`src/rtl/tgc_pkg.sv`:
```
// Types and constants of the touch gesture classifier
package tgc_pkg;

  localparam int ELECTRODES  = 6;
  localparam int MAX_RESULTS = 6;
  localparam int MASK_W      = 6;
  localparam int TIME_W      = 32;
  localparam int MS_W        = 16;
  localparam int ELEC_W      = 3;
  localparam int KIND_W      = 2;
  localparam int EIDX_W      = (ELECTRODES > 1) ? $clog2(ELECTRODES) : 1;
  localparam int CNT_W       = $clog2(ELECTRODES + 1);
  localparam int CFG_IDX_W   = 2;
  localparam int CFG_DATA_W  = 16;

  localparam logic [CFG_IDX_W-1:0] CFG_ENABLE       = 2'd0;
  localparam logic [CFG_IDX_W-1:0] CFG_LONG_PRESS   = 2'd1;
  localparam logic [CFG_IDX_W-1:0] CFG_DOUBLE_CLICK = 2'd2;

  localparam logic [MS_W-1:0] LONG_PRESS_RST   = 16'd800;
  localparam logic [MS_W-1:0] DOUBLE_CLICK_RST = 16'd350;

  typedef enum logic [KIND_W-1:0] {
    KIND_TAP    = 2'd0,
    KIND_DOUBLE = 2'd1,
    KIND_LONG   = 2'd2
  } kind_t;

  typedef struct packed {
    logic  hit;
    kind_t kind;
  } lane_evt_t;

endpackage

```
`src/rtl/tgc_if.sv`:
```
// Request channels of the gesture classifier: polls in, gesture events out
interface tgc_poll_if;
  logic                         valid;
  logic                         ready;
  logic [tgc_pkg::MASK_W-1:0]   touch_mask;
  logic [tgc_pkg::TIME_W-1:0]   now_ms;
  modport source (output valid, touch_mask, now_ms, input ready);
  modport sink   (input valid, touch_mask, now_ms, output ready);
endinterface

interface tgc_gesture_if;
  logic                         valid;
  logic                         ready;
  logic [tgc_pkg::ELEC_W-1:0]   electrode;
  logic [tgc_pkg::KIND_W-1:0]   event_kind;
  logic                         last_event;
  modport source (output valid, electrode, event_kind, last_event, input ready);
  modport sink   (input valid, electrode, event_kind, last_event, output ready);
endinterface

```
`src/rtl/touch_gesture_classifier_core.sv`:
```
// Gesture classifier top level: config registers, electrode lanes and event merge.
// Throughput, set by the merge stage: one event per cycle while gesture.ready is high.
// A poll with several events holds the merge stage until all but the last are sent;
// a poll with one or no event can be accepted every cycle, while gesture.ready is high.
// Reset (rst, synchronous): lane flags and times cleared to zero, enable 0,
// long press 800 ms, double click 350 ms, no event pending.
module touch_gesture_classifier_core (
  input  logic                              clk,
  input  logic                              rst,
  input  logic                              cfg_we,
  input  logic [tgc_pkg::CFG_IDX_W-1:0]     cfg_index,
  input  logic [tgc_pkg::CFG_DATA_W-1:0]    cfg_data,
  tgc_poll_if.sink                          poll,
  tgc_gesture_if.source                     gesture
);

  logic                             enable;
  logic [tgc_pkg::MS_W-1:0]         long_press_ms;
  logic [tgc_pkg::MS_W-1:0]         double_click_ms;
  logic                             take;
  logic                             step;
  logic [tgc_pkg::ELECTRODES-1:0]   down;
  tgc_pkg::lane_evt_t [tgc_pkg::ELECTRODES-1:0] lane_evt;

  always_ff @(posedge clk) begin
    if (rst) begin
      enable          <= 1'b0;
      long_press_ms   <= tgc_pkg::LONG_PRESS_RST;
      double_click_ms <= tgc_pkg::DOUBLE_CLICK_RST;
    end else if (cfg_we) begin
      case (cfg_index)
        tgc_pkg::CFG_ENABLE:       enable          <= cfg_data[0];
        tgc_pkg::CFG_LONG_PRESS:   long_press_ms   <= cfg_data[tgc_pkg::MS_W-1:0];
        tgc_pkg::CFG_DOUBLE_CLICK: double_click_ms <= cfg_data[tgc_pkg::MS_W-1:0];
        default: begin
        end
      endcase
    end
  end

  assign poll.ready = take;
  // a disabled block still takes the request but leaves every lane untouched
  assign step       = poll.valid && take && enable;

  for (genvar i = 0; i < tgc_pkg::ELECTRODES; i++) begin : g_lane
    if (i < tgc_pkg::MASK_W) begin : g_bit
      assign down[i] = poll.touch_mask[i];
    end else begin : g_none
      assign down[i] = 1'b0;
    end
    tgc_lane u_lane (
      .clk             (clk),
      .rst             (rst),
      .step            (step),
      .down            (down[i]),
      .now_ms          (poll.now_ms),
      .long_press_ms   (long_press_ms),
      .double_click_ms (double_click_ms),
      .evt             (lane_evt[i])
    );
  end

  tgc_merge u_merge (
    .clk      (clk),
    .rst      (rst),
    .step     (step),
    .lane_evt (lane_evt),
    .take     (take),
    .gesture  (gesture)
  );

endmodule

```
`src/rtl/tgc_lane.sv`:
```
// One electrode lane: press state, long-press timer and tap classification
module tgc_lane (
  input  logic                         clk,
  input  logic                         rst,
  input  logic                         step,
  input  logic                         down,
  input  logic [tgc_pkg::TIME_W-1:0]   now_ms,
  input  logic [tgc_pkg::MS_W-1:0]     long_press_ms,
  input  logic [tgc_pkg::MS_W-1:0]     double_click_ms,
  output tgc_pkg::lane_evt_t           evt
);

  logic                         pressed;
  logic                         long_sent;
  logic [tgc_pkg::TIME_W-1:0]   start_time;
  logic [tgc_pkg::TIME_W-1:0]   tap_time;

  logic                         fresh;
  logic                         eff_long_sent;
  logic [tgc_pkg::TIME_W-1:0]   eff_start;
  logic [tgc_pkg::TIME_W-1:0]   held;
  logic [tgc_pkg::TIME_W-1:0]   since_tap;
  logic                         long_hit;
  logic                         release_hit;
  logic                         is_double;

  always_comb begin
    fresh         = down && !pressed;
    eff_long_sent = fresh ? 1'b0 : long_sent;
    eff_start     = fresh ? now_ms : start_time;
    held          = now_ms - eff_start;
    since_tap     = now_ms - tap_time;
    long_hit      = down && !eff_long_sent &&
                    (held >= {{(tgc_pkg::TIME_W - tgc_pkg::MS_W){1'b0}}, long_press_ms});
    release_hit   = !down && pressed && !long_sent;
    is_double     = since_tap <=
                    {{(tgc_pkg::TIME_W - tgc_pkg::MS_W){1'b0}}, double_click_ms};
    evt.hit       = long_hit || release_hit;
    if (long_hit) begin
      evt.kind = tgc_pkg::KIND_LONG;
    end else if (is_double) begin
      evt.kind = tgc_pkg::KIND_DOUBLE;
    end else begin
      evt.kind = tgc_pkg::KIND_TAP;
    end
  end

  always_ff @(posedge clk) begin
    if (rst) begin
      pressed    <= 1'b0;
      long_sent  <= 1'b0;
      start_time <= '0;
      tap_time   <= '0;
    end else if (step) begin
      if (down) begin
        pressed    <= 1'b1;
        start_time <= eff_start;
        long_sent  <= eff_long_sent || long_hit;
      end else if (pressed) begin
        pressed <= 1'b0;
        // a double click sets the tap time to zero instead of storing now_ms
        if (release_hit) begin
          tap_time <= is_double ? '0 : now_ms;
        end
      end
    end
  end

endmodule

```
`src/rtl/tgc_merge.sv`:
```
// Merging stage: holds the lane events of one poll and sends them lowest electrode first
module tgc_merge (
  input  logic                                  clk,
  input  logic                                  rst,
  input  logic                                  step,
  input  tgc_pkg::lane_evt_t [tgc_pkg::ELECTRODES-1:0] lane_evt,
  output logic                                  take,
  tgc_gesture_if.source                         gesture
);

  logic [tgc_pkg::ELECTRODES-1:0]   pend;
  tgc_pkg::kind_t                   pkind [tgc_pkg::ELECTRODES];
  logic                             out_valid;
  logic [tgc_pkg::ELEC_W-1:0]       out_elec;
  tgc_pkg::kind_t                   out_kind;
  logic                             out_last;

  logic                             load;
  logic [tgc_pkg::EIDX_W-1:0]       sel;
  logic [tgc_pkg::ELECTRODES-1:0]   sel_hot;
  logic [tgc_pkg::ELECTRODES-1:0]   rest;
  logic [tgc_pkg::ELECTRODES-1:0]   pend_after;
  logic [tgc_pkg::ELECTRODES-1:0]   new_hits;
  logic [tgc_pkg::CNT_W-1:0]        cnt;

  always_comb begin
    sel     = '0;
    sel_hot = '0;
    for (int i = tgc_pkg::ELECTRODES - 1; i >= 0; i--) begin
      if (pend[i]) begin
        sel     = tgc_pkg::EIDX_W'(i);
        sel_hot = tgc_pkg::ELECTRODES'(1) << i;
      end
    end
    load       = !out_valid || gesture.ready;
    rest       = pend & ~sel_hot;
    pend_after = load ? rest : pend;
    take       = (pend_after == '0);
    // keep only the first events of a poll that fit the result limit
    cnt      = '0;
    new_hits = '0;
    for (int i = 0; i < tgc_pkg::ELECTRODES; i++) begin
      if (lane_evt[i].hit && (int'(cnt) < tgc_pkg::MAX_RESULTS)) begin
        new_hits[i] = 1'b1;
        cnt         = cnt + 1'b1;
      end
    end
  end

  always_ff @(posedge clk) begin
    if (rst) begin
      pend      <= '0;
      out_valid <= 1'b0;
    end else begin
      pend <= (step && take) ? new_hits : pend_after;
      if (load) begin
        out_valid <= (pend != '0);
      end
    end
  end

  always_ff @(posedge clk) begin
    if (load) begin
      out_elec <= tgc_pkg::ELEC_W'(sel);
      out_kind <= pkind[sel];
      out_last <= (rest == '0);
    end
    if (step && take) begin
      for (int i = 0; i < tgc_pkg::ELECTRODES; i++) begin
        pkind[i] <= lane_evt[i].kind;
      end
    end
  end

  assign gesture.valid      = out_valid;
  assign gesture.electrode  = out_elec;
  assign gesture.event_kind = out_kind;
  assign gesture.last_event = out_last;

endmodule

```
`src/flat_wrapper.sv`:
```
// flat-port wrapper written by rule: the top's interface ports become plain ports
module touch_gesture_classifier_core_flat 
  (clk, rst, cfg_we, cfg_index, cfg_data, poll_valid, poll_touch_mask, poll_now_ms, poll_ready, gesture_valid, gesture_electrode, gesture_event_kind, gesture_last_event, gesture_ready);
  tgc_poll_if poll_i ();
  tgc_gesture_if gesture_i ();
  input  logic clk;
  input  logic rst;
  input  logic cfg_we;
  input  logic [tgc_pkg::CFG_IDX_W-1:0] cfg_index;
  input  logic [tgc_pkg::CFG_DATA_W-1:0] cfg_data;
  input wire logic [$bits(poll_i.valid)-1:0] poll_valid;
  input wire logic [$bits(poll_i.touch_mask)-1:0] poll_touch_mask;
  input wire logic [$bits(poll_i.now_ms)-1:0] poll_now_ms;
  output wire logic [$bits(poll_i.ready)-1:0] poll_ready;
  output wire logic [$bits(gesture_i.valid)-1:0] gesture_valid;
  output wire logic [$bits(gesture_i.electrode)-1:0] gesture_electrode;
  output wire logic [$bits(gesture_i.event_kind)-1:0] gesture_event_kind;
  output wire logic [$bits(gesture_i.last_event)-1:0] gesture_last_event;
  input wire logic [$bits(gesture_i.ready)-1:0] gesture_ready;
  assign poll_i.valid = poll_valid;
  assign poll_i.touch_mask = poll_touch_mask;
  assign poll_i.now_ms = poll_now_ms;
  assign poll_ready = poll_i.ready;
  assign gesture_valid = gesture_i.valid;
  assign gesture_electrode = gesture_i.electrode;
  assign gesture_event_kind = gesture_i.event_kind;
  assign gesture_last_event = gesture_i.last_event;
  assign gesture_i.ready = gesture_ready;
  touch_gesture_classifier_core u_core (.clk(clk), .rst(rst), .cfg_we(cfg_we), .cfg_index(cfg_index), .cfg_data(cfg_data), .poll(poll_i), .gesture(gesture_i));
endmodule
```
`config.mk`:
```
export PLATFORM = sky130hd
export DESIGN_NAME = touch_gesture_classifier_core_flat
export DESIGN_NICKNAME = d
export VERILOG_FILES = /design/src/rtl/tgc_pkg.sv /design/src/rtl/tgc_if.sv /design/src/rtl/touch_gesture_classifier_core.sv /design/src/rtl/tgc_lane.sv /design/src/rtl/tgc_merge.sv /design/src/flat_wrapper.sv
export SDC_FILE = /design/constraint.sdc
export NUM_CORES = 2
export LEC_CHECK = 0
export BUFFER_PORTS_ARGS = -buffer_cell sky130_fd_sc_hd__buf_2
export CELL_PAD_IN_SITES_DETAIL_PLACEMENT = 0
export CELL_PAD_IN_SITES_GLOBAL_PLACEMENT = 1
export CORE_UTILIZATION = 35
export DETAILED_ROUTE_END_ITERATION = 8
export GPL_TIMING_DRIVEN = 0
export PLACE_DENSITY = 0.58
export RECOVER_POWER = 50
export SYNTH_ARGS = -nofsm -noshare
export SYNTH_HDL_FRONTEND = slang
export SYNTH_SLANG_ARGS = --single-unit
```
`constraint.sdc`:
```
create_clock -name clk -period 20.7 [get_ports clk]
set_input_delay 0 -clock clk [delete_from_list [all_inputs] [get_ports clk]]
set_output_delay 0 -clock clk [all_outputs]
set_load 0.01 [all_outputs]
```
==> flow_summary.rst <==
.. list-table::
   :header-rows: 1

   * - Metric
     - Value
   * - Cell occurring most often along the worst timing path
     - sky130_fd_sc_hd__ha_1
   * - Overall routed net length
     - 175,000 µm
   * - Post-Route Skew
     - between 0.02 and 0.03 ns
   * - Library cell occupying the most area in the post-synthesis netlist
     - sky130_fd_sc_hd__dfxtp_1
   * - Post-synth net total
     - 6,155
   * - Number of buffers inserted by port buffering
     - 64
   * - Crit Path Class
     - flip-flop to flip-flop
   * - CP Data Arrival Time
     - 10.42 ns
   * - Synthesized area per cell
     - 7.74 µm²
   * - Gate count after technology mapping
     - 5,538
   * - Routed via count divided by cell count
     - roughly 5.7
   * - Routed WL per cell
     - between 20 and 25 µm
   * - Final HPWL from detailed placement
     - 129,000 µm
   * - Min Clock Period, post-route
     - 9.86 ns
   * - Hold Violations, Final
     - 0
   * - Share of Yosys cell area claimed by the top area cell type
     - 20.4%
   * - Data required time at the worst endpoint
     - 21.26 ns
   * - Root buffer selected by CTS
     - sky130_fd_sc_hd__clkbuf_16
   * - CTS tree
     - yes
   * - Max Freq
     - about 100 MHz
   * - Total Neg Setup Slack
     - 0 ns
   * - Syn-to-layout area delta
     - 11.0%
   * - First-pass iteration count of the detailed router
     - 6
   * - Max_slew headroom
     - slightly below 8%
   * - Post-synth ARST share
     - 0%
   * - Largest vdd supply drop
     - ~67 µV
   * - Pleak
     - 0.0182 µW
   * - Number of flip-flops and latches in the synthesized netlist
     - 454
   * - Global-route wire length before repair
     - 255,000 µm
   * - Post-synth design cell area
     - 42,800 µm²
   * - Number of setup buffers added after CTS
     - 0
   * - Post-detailed-route count of antenna-violating nets
     - 0
   * - CP Max Fanout
     - 10
   * - Path class of the lowest-slack min-delay path
     - input port to flip-flop
   * - Number of global-route vias before repair
     - 38.5k
   * - Layout cell share with drive strength beyond 1
     - 4.28%
   * - Maximum number of pins on one net before global-route repair
     - 25
   * - Maximum level of the CTS H-tree
     - 2
   * - Nature of the critical path startpoint
     - flip-flop
   * - Worst path max stage delay
     - 0.73 ns
   * - Clock slew seen by the registers of the worst setup and hold paths
     - 0.06 ns
   * - Initial standard-cell utilization of the core
     - 35.2%
   * - Die X-Extent
     - 352 µm
   * - Multi-input gate area
     - around 31,000 µm²
   * - Top-level port count
     - 69
   * - Overall die height
     - 352 µm
   * - Status
     - completed
   * - Nature of the critical path endpoint
     - flip-flop
   * - Final routed DRC violation total
     - 0
   * - Combined global-route utilization of all metal layers
     - ~28%
   * - Sequential element share of the synthesized area
     - 21.6%
   * - Final Cycle Share
     - 47.6%
   * - Count of vias placed by the detailed router
     - 41.9k
   * - Number of placed instances with taps included
     - ~7.2k
   * - Detailed Route Iter0 Violations
     - between 3k and 4k
   * - NumNets Final
     - 6,314
   * - Number of rows in the core area
     - between 100 and 150
   * - Synth area leaders
     - sky130_fd_sc_hd__dfxtp_1, sky130_fd_sc_hd__ha_1, sky130_fd_sc_hd__a21oi_1
   * - Actual transition at the worst max-transition pin
     - 1.38 ns
   * - Leading register cell type out of synthesis
     - sky130_fd_sc_hd__dfxtp_1
   * - Clock latency on the worst-skew pair
     - 0.69 ns
   * - Antenna violations before repair
     - 15
   * - Area of the die
     - 124,000 µm²
   * - Yosys warnings
     - 0
   * - Number of synthesized flops with an enable pin
     - 18
   * - Placer Congestion
     - 0.878
   * - CTS Buf Count
     - 60
   * - Unrepaired setup endpoints after global routing
     - no
   * - Global route overflow
     - 0
   * - Standard cell core area
     - between 100,000 and 150,000 µm²
   * - Netlist cell types
     - 103
   * - Number of fill cells in the layout
     - 12.8k
   * - Final std cells w/o fill
     - about 7.4k
   * - Clk buf depth
     - 3
   * - Max-slew violation count
     - 0
   * - Setup-failing EPs final
     - 0
   * - Slowest-stage cell, CP
     - sky130_fd_sc_hd__nor4_2
   * - Total power divided by cell area
     - 61.0 nW/µm²
   * - Number of violations of the max-capacitance limit
     - 0
   * - Number of sinks on the clock net
     - 454
   * - Area used by sequential logic in the layout
     - 9270 µm²
==> cells in the final DEF (no fill, tap or decap), types with 91 or more instances in the layout <==
cell type,netlist,final
sky130_fd_sc_hd__a21oi_1,451,451
sky130_fd_sc_hd__xnor2_1,167,167
sky130_fd_sc_hd__dfxtp_1,436,436
sky130_fd_sc_hd__mux2i_1,195,195
sky130_fd_sc_hd__o21ai_0,348,348
sky130_fd_sc_hd__clkbuf_1,207,231
sky130_fd_sc_hd__a211oi_1,206,206
sky130_fd_sc_hd__a21o_1,188,188
sky130_fd_sc_hd__nand3_1,96,96
sky130_fd_sc_hd__inv_1,358,359
sky130_fd_sc_hd__ha_1,546,546
sky130_fd_sc_hd__nor2b_1,121,121
sky130_fd_sc_hd__nor2_1,437,437
sky130_fd_sc_hd__nand2_1,540,540
sky130_fd_sc_hd__nand4_1,91,91
==> state kept, by name, summed over array words and instances, names as in the netlist <==
signal,flops
u_core.double_click_ms,16
u_core.enable,1
u_core.g_lane.u_lane.long_sent,6
u_core.g_lane.u_lane.pressed,6
u_core.g_lane.u_lane.start_time,192
u_core.g_lane.u_lane.tap_time,192
u_core.long_press_ms,16
u_core.u_merge.gesture.electrode,3
u_core.u_merge.gesture.event_kind,2
u_core.u_merge.gesture.last_event,1
u_core.u_merge.gesture.valid,1
u_core.u_merge.pend,6
u_core.u_merge.pkind,12
==> layer usage <==
layer / GRT usage, % / wire [µm] / vias up / part of all wire, %
met3: 2.55 / 8940 / 174 / 5.1
met5: 0 / 51 / - / 0.029
met2: 41.3 / 72600 / 1054 / 42
met1: 41.9 / 89400 / 20055 / 51
li1: - / - / 20598 / -
met4: 6.14 / 3770 / 8 / 2.2
==> synthesized netlist by cell type (28+ instances only) <==
library cell and count:
sky130_fd_sc_hd__nor4_1 28, sky130_fd_sc_hd__inv_1 358, sky130_fd_sc_hd__dfxtp_1 436, sky130_fd_sc_hd__nand2_1 540, sky130_fd_sc_hd__a21oi_1 451, sky130_fd_sc_hd__nand3_1 96
sky130_fd_sc_hd__o21a_1 61, sky130_fd_sc_hd__a31oi_1 45, sky130_fd_sc_hd__a211oi_1 206, sky130_fd_sc_hd__a21o_1 188, sky130_fd_sc_hd__nand2b_1 90, sky130_fd_sc_hd__a22o_1 79
sky130_fd_sc_hd__xnor2_1 167, sky130_fd_sc_hd__clkbuf_1 207, sky130_fd_sc_hd__o21ai_0 348, sky130_fd_sc_hd__nor2b_1 121, sky130_fd_sc_hd__mux2i_1 195, sky130_fd_sc_hd__o21bai_1 50
sky130_fd_sc_hd__ha_1 546, sky130_fd_sc_hd__and3_1 38, sky130_fd_sc_hd__nand4_1 91, sky130_fd_sc_hd__nor3_1 70, sky130_fd_sc_hd__o31ai_1 43, sky130_fd_sc_hd__xor2_1 84
sky130_fd_sc_hd__nor2_1 437, sky130_fd_sc_hd__and2_1 30, sky130_fd_sc_hd__o211ai_1 39
==> critical path: cells and delay by family, from the launching register on <==
kind / cells / cell delay, ns
adders and majority gates: 5 / 1.37
buffers and inverters: 4 / 1.27
AOI/OAI and AO/OA: 15 / 3.43
and+or+nand+nor: 11 / 2.82
muxes: 1 / 0.29
DFF: 1 / 0.41
xor gates and xnor gates: 1 / 0.09
==> power breakdown <==
group	total [µW]	internal [µW]	switching (µW)
logic	907	341	566
clock network	1100	646	454
registers	892	887	5.12
total	2900	1870	1030
==> logic make-up (layout without fill, tap and decap cells) <==
group,Yosys count,count (layout),share of synthesized area (%)
buffers and inverters,600,805,5.40
XOR/XNOR,251,251,5.13
AO/OA/AOI/OAI,1774,1774,27.3
multiplexers,207,207,4.92
flip-flops,454,454,21.6
other,0,2,0
AND/OR/NAND/NOR,1685,1685,18.9
adder cells (fa/ha/maj),567,567,16.7
==> cell type report <==
| type | instances | share of cell area, % |
|---|---|---|
| tap | 1625 | 4.27 |
| timing repair buffer | 97 | 1.34 |
| multi-input combinational | 4484 | 65.8 |
| antenna | 2 | 0.0105 |
| clock buffer | 82 | 3.59 |
| clock inverter | 26 | 0.647 |
| buffer | 240 | 2.03 |
| sequential | 454 | 19.5 |
| inverter | 360 | 2.84 |
==> repair_timing <==
action	in CTS	in global routing
hold buffers	32	0
hold endpoints to repair	85	0
resized for setup	0	0
==> stage by stage <==
stage | power, µW | setup slack, ns | util (%) | area [µm²] | hold slack (ns)
final | 2900 | 10.84 | 39.1 | 47600 | 0.164
after floorplan | 1540 | 12.95 | - | 42800 | 0.136
after global placement | 1800 | 10.92 | 37.2 | 45200 | 0.277
after global routing | 3050 | 10.14 | 39.1 | 47600 | 0.146
after CTS | 2920 | 11.00 | 39.1 | 47600 | 0.114
after detailed placement | 1800 | 10.96 | 37.2 | 45200 | 0.280
==> worst paths after layout <==
path	from	endpoint	slack [ns]	cells after the start
setup / recovery	u_core.g_lane[0].u_lane.pressed	u_core.u_merge.pend[5]	10.84	37
hold / removal	cfg_data[10]	u_core.double_click_ms[10]	0.16	4
setup reg to reg	u_core.g_lane[0].u_lane.pressed	u_core.u_merge.pend[5]	10.84	37
hold reg to reg	u_core.g_lane[4].u_lane.tap_time[8]	u_core.g_lane[4].u_lane.tap_time[8]	0.45	2
Power figures use the tool's default switching activity.
